<file path="config.mk">
export PLATFORM = sky130hd
export DESIGN_NAME = checksummed_frame_receiver_flat
export DESIGN_NICKNAME = d
export VERILOG_FILES = /design/src/rtl/cfr_pkg.sv /design/src/rtl/cfr_if.sv /design/src/rtl/cfr_ctrl.sv /design/src/rtl/cfr_dp.sv /design/src/rtl/checksummed_frame_receiver.sv /design/src/flat_wrapper.sv
export SDC_FILE = /design/constraint.sdc
export NUM_CORES = 1
export LEC_CHECK = 0
export BUFFER_PORTS_ARGS = -buffer_cell sky130_fd_sc_hd__buf_2
export CELL_PAD_IN_SITES_DETAIL_PLACEMENT = 1
export CELL_PAD_IN_SITES_GLOBAL_PLACEMENT = 1
export CORE_UTILIZATION = 50
export DETAILED_ROUTE_END_ITERATION = 12
export PLACE_DENSITY_LB_ADDON = 0.1
export SETUP_SLACK_MARGIN = 0.2
export SYNTH_ARGS = -nofsm -noshare
export SYNTH_HDL_FRONTEND = slang
export SYNTH_SLANG_ARGS = --single-unit
</file>
<file path="constraint.sdc">
create_clock -name clk_i -period 2.85 [get_ports clk_i]
set_input_delay 0.1425 -clock clk_i [delete_from_list [all_inputs] [get_ports clk_i]]
set_output_delay 0.1425 -clock clk_i [all_outputs]
set_load 0.03 [all_outputs]
</file>
<file path="src/rtl/cfr_pkg.sv">
package cfr_pkg;

  localparam int unsigned PAYLOAD_DEPTH = 64;
  localparam int unsigned ADDR_W        = $clog2(PAYLOAD_DEPTH);
  localparam int unsigned BYTE_W        = 8;
  localparam int unsigned LEN_W         = 6;
  localparam int unsigned IDX_W         = 5;

  localparam logic [BYTE_W-1:0] HDR_FIRST  = 8'hFF;
  localparam logic [BYTE_W-1:0] HDR_SECOND = 8'hFC;
  localparam logic [BYTE_W-1:0] CMD_LIMIT  = 8'hFF;
  localparam logic [BYTE_W-1:0] LEN_LIMIT  = 8'd50;

  localparam logic REC_PAIR   = 1'b0;
  localparam logic REC_REGION = 1'b1;

  typedef enum logic [2:0] {
    ST_IDLE,
    ST_GOT_FF,
    ST_GOT_FC,
    ST_GOT_CMD,
    ST_PAYLOAD,
    ST_CHECKSUM,
    ST_READ,
    ST_SEND
  } cfr_state_e;

  typedef struct packed {
    logic sum_init;
    logic sum_add;
    logic len_load;
    logic pay_write;
    logic csum_save;
    logic rd_issue;
    logic idx_inc;
  } cfr_cmd_t;

  typedef struct packed {
    logic hdr_first;
    logic hdr_second;
    logic cmd_ok;
    logic len_ok;
    logic rem_nz;
    logic rem_one;
    logic sum_ok;
    logic rec_last;
  } cfr_sts_t;

endpackage

</file>
<file path="src/rtl/cfr_if.sv">
interface cfr_in_if;
  import cfr_pkg::*;

  logic              valid;
  logic              ready;
  logic [BYTE_W-1:0] rx_byte;

  modport source (output valid, output rx_byte, input ready);
  modport sink   (input valid, input rx_byte, output ready);
endinterface

interface cfr_out_if;
  import cfr_pkg::*;

  logic              valid;
  logic              ready;
  logic              record_kind;
  logic [IDX_W-1:0]  pair_index;
  logic [IDX_W-1:0]  pair_count;
  logic [BYTE_W-1:0] value_a;
  logic [BYTE_W-1:0] value_b;
  logic              last;

  modport source (output valid, output record_kind, output pair_index, output pair_count,
                  output value_a, output value_b, output last, input ready);
  modport sink   (input valid, input record_kind, input pair_index, input pair_count,
                  input value_a, input value_b, input last, output ready);
endinterface

</file>
<file path="src/rtl/cfr_ctrl.sv">
module cfr_ctrl (
  input  logic              clk_i,
  input  logic              rst_ni,
  input  logic              rx_valid_i,
  input  logic              rec_ready_i,
  input  cfr_pkg::cfr_sts_t sts_i,
  output logic              rx_ready_o,
  output logic              rec_valid_o,
  output cfr_pkg::cfr_cmd_t cmd_o
);
  import cfr_pkg::*;

  cfr_state_e state_q, state_d;
  logic       rx_xfer;

  // byte intake pauses only while a record burst is read out
  assign rx_ready_o = (state_q != ST_READ) && (state_q != ST_SEND);
  assign rx_xfer    = rx_valid_i & rx_ready_o;

  always_ff @(posedge clk_i or negedge rst_ni) begin
    if (!rst_ni) begin
      state_q <= ST_IDLE;
    end else begin
      state_q <= state_d;
    end
  end

  always_comb begin
    state_d = state_q;
    case (state_q)
      ST_IDLE: begin
        if (rx_xfer) state_d = sts_i.hdr_first ? ST_GOT_FF : ST_IDLE;
      end
      ST_GOT_FF: begin
        if (rx_xfer) state_d = sts_i.hdr_second ? ST_GOT_FC : ST_IDLE;
      end
      ST_GOT_FC: begin
        if (rx_xfer) state_d = sts_i.cmd_ok ? ST_GOT_CMD : ST_IDLE;
      end
      ST_GOT_CMD: begin
        if (rx_xfer) state_d = sts_i.len_ok ? ST_PAYLOAD : ST_IDLE;
      end
      ST_PAYLOAD: begin
        // zero length lands here with nothing left: the next byte aborts
        if (rx_xfer) begin
          if (!sts_i.rem_nz) state_d = ST_IDLE;
          else if (sts_i.rem_one) state_d = ST_CHECKSUM;
        end
      end
      ST_CHECKSUM: begin
        if (rx_xfer) state_d = sts_i.sum_ok ? ST_READ : ST_IDLE;
      end
      ST_READ: begin
        state_d = ST_SEND;
      end
      ST_SEND: begin
        if (rec_ready_i) state_d = sts_i.rec_last ? ST_IDLE : ST_READ;
      end
      default: begin
        state_d = ST_IDLE;
      end
    endcase
  end

  always_comb begin
    rec_valid_o = 1'b0;
    cmd_o       = '0;
    case (state_q)
      ST_IDLE: begin
        cmd_o.sum_init = rx_xfer;
      end
      ST_GOT_FF, ST_GOT_FC: begin
        cmd_o.sum_add = rx_xfer;
      end
      ST_GOT_CMD: begin
        cmd_o.sum_add  = rx_xfer;
        cmd_o.len_load = rx_xfer;
      end
      ST_PAYLOAD: begin
        cmd_o.sum_add   = rx_xfer & sts_i.rem_nz;
        cmd_o.pay_write = rx_xfer & sts_i.rem_nz;
      end
      ST_CHECKSUM: begin
        cmd_o.csum_save = rx_xfer;
      end
      ST_READ: begin
        cmd_o.rd_issue = 1'b1;
      end
      ST_SEND: begin
        rec_valid_o   = 1'b1;
        cmd_o.idx_inc = rec_ready_i & ~sts_i.rec_last;
      end
      default: begin
        cmd_o = '0;
      end
    endcase
  end

endmodule

</file>
<file path="src/rtl/cfr_dp.sv">
module cfr_dp (
  input  logic                                clk_i,
  input  logic                                rst_ni,
  input  logic [cfr_pkg::BYTE_W-1:0]          rx_byte_i,
  input  cfr_pkg::cfr_cmd_t                   cmd_i,
  output cfr_pkg::cfr_sts_t                   sts_o,
  output logic                                record_kind_o,
  output logic [cfr_pkg::IDX_W-1:0]           pair_index_o,
  output logic [cfr_pkg::IDX_W-1:0]           pair_count_o,
  output logic [cfr_pkg::BYTE_W-1:0]          value_a_o,
  output logic [cfr_pkg::BYTE_W-1:0]          value_b_o,
  output logic                                last_o
);
  import cfr_pkg::*;

  logic [BYTE_W-1:0] sum_q, sum_d;
  logic [LEN_W-1:0]  remain_q, remain_d;
  logic [LEN_W-1:0]  bcount_q, bcount_d;
  logic [IDX_W-1:0]  cnt_q, cnt_d;
  logic [IDX_W-1:0]  idx_q, idx_d;
  logic              len_one_q, len_one_d;
  logic [BYTE_W-1:0] csum_q;
  logic [BYTE_W-1:0] rd_a_q, rd_b_q;
  logic [LEN_W-1:0]  len_in;

  logic [BYTE_W-1:0] mem [PAYLOAD_DEPTH];

  assign len_in = rx_byte_i[LEN_W-1:0];

  always_comb begin
    sum_d     = sum_q;
    remain_d  = remain_q;
    bcount_d  = bcount_q;
    cnt_d     = cnt_q;
    idx_d     = idx_q;
    len_one_d = len_one_q;
    if (cmd_i.sum_init) sum_d = rx_byte_i;
    if (cmd_i.sum_add)  sum_d = sum_q + rx_byte_i;
    if (cmd_i.len_load) begin
      remain_d  = len_in;
      bcount_d  = '0;
      len_one_d = (len_in == LEN_W'(1));
      // pairs = (len - 2) / 2, zero for lengths below two
      cnt_d     = (len_in >= LEN_W'(2)) ? IDX_W'((len_in - LEN_W'(2)) >> 1) : '0;
    end
    if (cmd_i.pay_write) begin
      remain_d = remain_q - LEN_W'(1);
      bcount_d = bcount_q + LEN_W'(1);
    end
    if (cmd_i.csum_save) idx_d = '0;
    if (cmd_i.idx_inc)   idx_d = idx_q + IDX_W'(1);
  end

  always_ff @(posedge clk_i or negedge rst_ni) begin
    if (!rst_ni) begin
      sum_q     <= '0;
      remain_q  <= '0;
      bcount_q  <= '0;
      cnt_q     <= '0;
      idx_q     <= '0;
      len_one_q <= 1'b0;
    end else begin
      sum_q     <= sum_d;
      remain_q  <= remain_d;
      bcount_q  <= bcount_d;
      cnt_q     <= cnt_d;
      idx_q     <= idx_d;
      len_one_q <= len_one_d;
    end
  end

  always_ff @(posedge clk_i) begin
    if (cmd_i.csum_save) csum_q <= rx_byte_i;
  end

  // payload store: one write port, two registered read ports
  always_ff @(posedge clk_i) begin
    if (cmd_i.pay_write) mem[ADDR_W'(bcount_q)] <= rx_byte_i;
    if (cmd_i.rd_issue) begin
      rd_a_q <= mem[ADDR_W'({idx_q, 1'b0})];
      rd_b_q <= mem[ADDR_W'({idx_q, 1'b1})];
    end
  end

  always_comb begin
    sts_o.hdr_first  = (rx_byte_i == HDR_FIRST);
    sts_o.hdr_second = (rx_byte_i == HDR_SECOND);
    sts_o.cmd_ok     = (rx_byte_i < CMD_LIMIT);
    sts_o.len_ok     = (rx_byte_i < LEN_LIMIT);
    sts_o.rem_nz     = (remain_q != '0);
    sts_o.rem_one    = (remain_q == LEN_W'(1));
    sts_o.sum_ok     = (sum_q == rx_byte_i);
    sts_o.rec_last   = (idx_q == cnt_q);
  end

  assign last_o        = (idx_q == cnt_q);
  assign record_kind_o = last_o ? REC_REGION : REC_PAIR;
  assign pair_index_o  = idx_q;
  assign pair_count_o  = cnt_q;
  assign value_a_o     = rd_a_q;
  // a one-byte payload takes region B from the checksum byte
  assign value_b_o     = (last_o && len_one_q) ? csum_q : rd_b_q;

endmodule

</file>
<file path="src/rtl/checksummed_frame_receiver.sv">
// Parser takes one byte per cycle while receiving a frame; no result for header/payload bytes.
// After a good checksum byte, each record is made by a registered payload-store read (ST_READ),
// then held in ST_SEND until transfer; up to 24 records.
// rx_i.ready is low while records of a frame are being sent.
// Reset (rst_ni, async active low) returns the parser to idle and clears counters and sum;
// the payload store is not cleared.
module checksummed_frame_receiver (
  input  logic      clk_i,
  input  logic      rst_ni,
  cfr_in_if.sink    rx_i,
  cfr_out_if.source rec_o
);
  import cfr_pkg::*;

  cfr_cmd_t cmd;
  cfr_sts_t sts;

  cfr_ctrl u_ctrl (
    .clk_i       (clk_i),
    .rst_ni      (rst_ni),
    .rx_valid_i  (rx_i.valid),
    .rec_ready_i (rec_o.ready),
    .sts_i       (sts),
    .rx_ready_o  (rx_i.ready),
    .rec_valid_o (rec_o.valid),
    .cmd_o       (cmd)
  );

  cfr_dp u_dp (
    .clk_i         (clk_i),
    .rst_ni        (rst_ni),
    .rx_byte_i     (rx_i.rx_byte),
    .cmd_i         (cmd),
    .sts_o         (sts),
    .record_kind_o (rec_o.record_kind),
    .pair_index_o  (rec_o.pair_index),
    .pair_count_o  (rec_o.pair_count),
    .value_a_o     (rec_o.value_a),
    .value_b_o     (rec_o.value_b),
    .last_o        (rec_o.last)
  );

endmodule

</file>
<file path="src/flat_wrapper.sv">
// flat-port wrapper written by rule: the top's interface ports become plain ports
module checksummed_frame_receiver_flat import cfr_pkg::*;
  (clk_i, rst_ni, rx_i_valid, rx_i_rx_byte, rx_i_ready, rec_o_valid, rec_o_record_kind, rec_o_pair_index, rec_o_pair_count, rec_o_value_a, rec_o_value_b, rec_o_last, rec_o_ready);
  cfr_in_if rx_i_i ();
  cfr_out_if rec_o_i ();
  input  logic clk_i;
  input  logic rst_ni;
  input wire logic [$bits(rx_i_i.valid)-1:0] rx_i_valid;
  input wire logic [$bits(rx_i_i.rx_byte)-1:0] rx_i_rx_byte;
  output wire logic [$bits(rx_i_i.ready)-1:0] rx_i_ready;
  output wire logic [$bits(rec_o_i.valid)-1:0] rec_o_valid;
  output wire logic [$bits(rec_o_i.record_kind)-1:0] rec_o_record_kind;
  output wire logic [$bits(rec_o_i.pair_index)-1:0] rec_o_pair_index;
  output wire logic [$bits(rec_o_i.pair_count)-1:0] rec_o_pair_count;
  output wire logic [$bits(rec_o_i.value_a)-1:0] rec_o_value_a;
  output wire logic [$bits(rec_o_i.value_b)-1:0] rec_o_value_b;
  output wire logic [$bits(rec_o_i.last)-1:0] rec_o_last;
  input wire logic [$bits(rec_o_i.ready)-1:0] rec_o_ready;
  assign rx_i_i.valid = rx_i_valid;
  assign rx_i_i.rx_byte = rx_i_rx_byte;
  assign rx_i_ready = rx_i_i.ready;
  assign rec_o_valid = rec_o_i.valid;
  assign rec_o_record_kind = rec_o_i.record_kind;
  assign rec_o_pair_index = rec_o_i.pair_index;
  assign rec_o_pair_count = rec_o_i.pair_count;
  assign rec_o_value_a = rec_o_i.value_a;
  assign rec_o_value_b = rec_o_i.value_b;
  assign rec_o_last = rec_o_i.last;
  assign rec_o_i.ready = rec_o_ready;
  checksummed_frame_receiver u_core (.clk_i(clk_i), .rst_ni(rst_ni), .rx_i(rx_i_i), .rec_o(rec_o_i));
endmodule
</file>
* Word-level counts from Yosys, hierarchy flattened
Memory sizes are Yosys's and may differ from the RTL's. A register that Yosys moved wholly into a read port is not among the register bits.
Index checks and enable logic that the tools add are counted.
W data, S select, Z words.
** Cells by class
- Add/sub/neg operators :: 5
- $lt $le $gt $ge :: 3
- Eq/ne operators :: 23
- Mux-type cells :: 37
- Bitwise operators :: 4
- Reductions and logical operators :: 9
** Operators with widths (number)
- $mux W3 :: 12
- $mux W6 :: 4
- $mux W8 :: 3
- $pmux W3 S8 :: 1
- $eq A8 B8 Y1 const B :: 2
- $mux W5 :: 3
- $ne A2 B2 Y1 const B :: 7
- $eq A3 B3 Y1 const B :: 4
- $eq A6 B1 Y1 const B :: 2
- $mux W1 :: 11
- $add A8 B8 Y8 :: 1
- $eq A8 B8 Y1 :: 1
- $lt A8 B6 Y1 const B :: 1
- $lt A8 B8 Y1 const B :: 1
- $reduce_and A8 Y1 :: 1
- $add A6 B1 Y6 const B :: 1
- $eq A3 B2 Y1 const B :: 2
- $ge A6 B2 Y1 const B :: 1
- $ne A3 B3 Y1 const B :: 2
- $reduce_bool A2 Y1 :: 3
- $reduce_bool A6 Y1 :: 1
- $sub A6 B1 Y6 const B :: 1
- $sub A6 B2 Y6 const B :: 1
- $add A5 B1 Y5 const B :: 1
- 10 further kinds :: 14
** Storage, ports and cells
- Register bits :: 42
- Bits in writable memories :: 512
- Input port bits :: 12
- Output and inout bits :: 30
- Word-level logic and storage cells :: 90
- Memories kept :: 1
** Memories
- u_core.u_dp.mem :: depth 64, bits a word 8, read ports 2, clocked after memory_dff 2, wr ports 1, line cfr_dp.sv:26 : logic [BYTE_W-1:0] mem [PAYLOAD_DEPTH];

* Longest topological paths before layout
- Word-level depth :: 7
- Gate-level depth with buffers :: 8
- Depth with buffers taken out :: 8

* Modules after synthesis
Synthesis repeated with hierarchy kept, for this count alone.
** Unflattened totals
- Cells, all modules :: 1345
- Area total of the unflattened synthesis :: 23209.8 µm²
** Modules (own cells, without submodules)
- cfr_dp :: instances 1, cells an instance 1304, area each 22865.7 µm², sequential area each 16871.2 µm²
- cfr_ctrl :: instances 1, cells an instance 41, area each 344.1 µm², sequential area each 75.1 µm²

* Worst setup path before layout
Ideal clock, no wire load.
- Path kind :: register to output
- Start :: register u_core.u_dp.idx_q[0], in the netlist u_core.u_dp.pair_index_o[0]
- End :: output port rec_o_value_b[0]
- Arrival :: 2.681 ns
- Data required time :: 2.707 ns
- Setup slack :: 0.027 ns
- Stages on the path, launching flop included :: 9
- Buffers on the path :: 3
- Cells stage by stage :: dfrtp_1 clkbuf_1 buf_6 buf_2 xnor2_1 nand4_1 nor2_1 nand2_1 mux2_2
** Between the ends
- Longest elaborated chain between the ends :: 3
** Ends and longest elaborated chain
- from (decl) :: line cfr_dp.sv:20 : logic [IDX_W-1:0] idx_q, idx_d;
- from (signal assigned) :: line cfr_dp.sv:67 : idx_q <= idx_d;
- $eq A5 B5 Y1 :: line cfr_dp.sv:96 : assign last_o = (idx_q == cnt_q);
- named net rec_o_last :: line flat_wrapper.sv:17 : output wire logic [$bits(rec_o_i.last)-1:0] rec_o_last;
- $logic_and A1 B1 Y1 :: line cfr_dp.sv:102 : assign value_b_o = (last_o && len_one_q) ? csum_q : rd_b_q;
- $mux W8 :: line cfr_dp.sv:102
- to (decl) :: line flat_wrapper.sv:16 : output wire logic [$bits(rec_o_i.value_b)-1:0] rec_o_value_b;
The timed path passes the listed nets, and every way through them passes these cells.

==> results.toml <==
[setup_path]
slowest_stage = "mux4_2"
critPathMaxFanout = 12
cp_num_buf_inv = 3
critical_path_class = "reg2reg"
cp-startpoint = "u_core.u_dp.pair_index_o[0]"
cp.required_ns = 3.21
critPathCaptureType = "flop"
crit_top_cell = "mux4_2"
crit_family = "multiplexers"
r2r_start = "u_core.u_dp.pair_index_o[0]"
cp-start-kind = "flop"
worstPathCellList = "buf_8 > buf_12 > buf_4 > mux4_2 > mux4_2 > mux2_2"
max_stage_delay_ns = 0.56
arrival_ns = 2.96

[timing]
min_period_over_period_pct = 91.4
relSlewSlack_pct = 40.7
worst_slew_pin_slew_ns = 0.889
rsz0062_at_grt = "true"
post-route-min-period_ns = 2.60
final_hold_viol_count = 0
slew_viol_final = 0
fin_tns_setup_ns = 0
setup_viol = 0
fin_skew_ns = 0.0219
fmax_mhz = 384

[detailed_routing]
wl_per_cell_um = 29.6
via_per_inst = 6.01
routed_wl_um = 56700
num_vias = 11500
drt.antenna.violating_nets = 0
drcViolationCount = 0
drtIter0Drc = 1061
first_pass_iters = 5

[synthesis]
synth-adder-area-share_pct = 0.798
synth-seq-cells = 570
syn_inst = 1110
synth_top_family_by_area = "multiplexers"
synth-seq-area-share_pct = 74.0
synthMuxAreaShare_pct = 17.5
synth-simple-area-share_pct = 3.77
syn-num-nets = 1136
synth-async-reset-ratio_pct = 5.96
synthFlopType = "edfxtp_1"
synth_edf_count = 536
yosysWarnings = 0
synthXorXnorAreaFrac_pct = 0.498
synth.distinct_cells = 61
synth_compound_area_share_pct = 2.14
syn_area_um2 = 22900
synth.avg_cell_area_um2 = 20.6

[cts]
clock_latency_ns = 0.61
htreeDepth = 2
clk_root_buffer_cell = "clkbuf_16"
clk_path_buf_depth = 3
clkSlewWorstSetupHoldPaths_ns = 0.06
cts_tree = "yes"
numCtsBuffers = 57
cts_sinks = 570

[layout]
nFillCells = 3869
area_growth_pct = 17.2
drive_above_1_share_pct = 35.3
fin_util_pct = 59.2
antennaDiodeCount = 0
layout.cells.non_filler = 1919
fin_nets = 1299

[floorplanning]
core_um2 = 45300
start_util_pct = 50.5
io-pin-count = 42
fp.dieH_um = 216
die_x_um = 216
die_area_um2 = 46600
rows = 78

[placed_design]
dp.cells = 1792
place_congestion = 0.785
numPortBuffers = 41
dp_hpwl_um = 34700

[global_routing]
grt_max_degree = 74
grt.total_usage_pct = 24.9
antenna_found_initial = 1
grtUsageMet2_pct = 39.8
grt_pass1_vias = 12200
grt_busiest_layer = "met2"
grt_pass1_wl_um = 82900
grt_util_met3_pct = 4.57
overflow = 0
met1_usage_pct = 35.7

[power_and_ir_drop]
p_total_uw = 20700
p_per_area_nw_per_um2 = 773
irDropWorstVdd_mv = 0.646
p_leak_uw = 0.00858

[hold_path]
hp-start = "rec_o_ready"
hold_class = "in2reg"

[job]
drv_cap = 0

[run_status]
status = "complete, no violations"
## path summary, 6_finish.rpt
path                                                to  slack [ns]  cells past startpoint
max                                   rec_o_value_a[0]        0.25                      6
min                        u_core.u_dp.pair_index_o[3]        0.06                      4
max reg2reg                           rec_o_value_a[0]        0.25                      6
min reg2reg                u_core.u_dp.pair_count_o[3]        0.55                      2
max in group asynchronous  u_core.u_dp.pair_index_o[0]        2.00                      2
min in group asynchronous     u_core.u_ctrl.state_q[0]        0.21                      2
## per-layer routing
metal  wire length (um)  vias to the layer above  part of all wire (%)
met2              27600                      317                    49
met4               1160                        0                   2.1
met3               3260                       77                   5.8
met5                  0                        -                     0
met1              24700                     6232                    44
li1                   -                     4902                     -
## cell usage after synthesis (10+ instances only)
master | number | area, um2
a21oi_1 | 10 | 50.1
nand2_1 | 32 | 120
ha_1 | 13 | 163
mux2_2 | 28 | 315
mux4_2 | 160 | 3600
buf_1 | 15 | 56.3
o21ai_0 | 22 | 110
nor2_1 | 74 | 278
dfrtp_1 | 34 | 851
clkbuf_1 | 32 | 120
nand3_1 | 10 | 50.1
buf_2 | 11 | 55.1
edfxtp_1 | 536 | 16100
## metrics by stage
stage          area, um2  hold slack [ns]  setup WS [ns]
6_report           26800           0.0572          0.246
5_1_grt            26800           0.0672          0.176
4_1_cts            26500           0.0209         0.0994
3_5_place_dp       24500            0.301         0.0767
3_3_place_gp       24500            0.298          0.158
2_1_floorplan      22900           -0.153          0.103
## cell usage in the layout (no fill, tap or decap), types with 4 or more instances in the layout
cell and count:
edfxtp_1 536, mux4_2 160, buf_4 93, clkbuf_16 59, nor2_1 58, buf_2 39, nand2_1 31, dfrtp_1 30
mux2_2 26, o21ai_0 22, nor2_4 15, clkbuf_1 14, clkinv_1 14, buf_6 14, ha_1 12, nand3_1 10
a21oi_1 10, buf_12 9, inv_1 8, xnor2_1 8, mux2i_1 8, bufinv_16 8, nor2_2 7, nor2b_1 7
clkinv_2 7, nand4_1 6, nand2b_1 6, nor4_1 5, o21a_1 5, dlygate4sd3_1 5, and2_1 4, nand3b_1 4
a21o_1 4
## power breakdown
group / internal [uW] / switching, uW / total (uW)
combinational: 1640 / 1870 / 3510
clock: 4390 / 3120 / 7510
sequential: 9450 / 276 / 9720
total: 15500 / 5270 / 20700
## worst min-delay path, stage by stage
cell,delay [ns]
buf_2,0.11
nand2_1,0.09
nor2_1,0.07
a22o_1,0.20
## repair_timing
item                                   in CTS  in global routing
gates cloned                                0                  2
endpoints found under the hold margin      41                  0
pin swaps                                   1                 15
gates resized for setup                    14                 44
buffers inserted                            4                 11
hold buffers                                5                  0
setup endpoints to repair                 104                142
## registers in the layout, indices dropped and copies added, names as in the netlist
signal and cells:
u_core.u_dp.pair_count_o 5, u_core.u_dp.rd_b_q 8, u_core.u_dp.sum_q 8, u_core.u_dp.pair_index_o 5, rec_o_value_a 8, u_core.u_dp.len_one_q 1
u_core.u_dp.mem 512, u_core.u_dp.remain_q 6, u_core.u_dp.csum_q 8, u_core.u_dp.bcount_q 6, u_core.u_ctrl.state_q 3
## area by class of cell
class                           instances  area [um2]  area share, %
Tap cell                              600         751           2.80
Inverter                                9        33.8          0.126
Clock inverter                         34         368           1.37
Clock buffer                           71        1480           5.51
Sequential cell                       570       17000           63.2
Multi-Input combinational cell        470        5840           21.8
Timing Repair Buffer                  165        1400           5.22
## logic make-up after synthesis
| kind of cell | Yosys count |
|---|---|
| buf+inv | 70 |
| compound gates | 70 |
| simple gates | 177 |
| fa+ha+maj | 14 |
| xor+xnor | 13 |
| flops | 570 |
| mux | 196 |
Power figures use the tool's default switching activity.
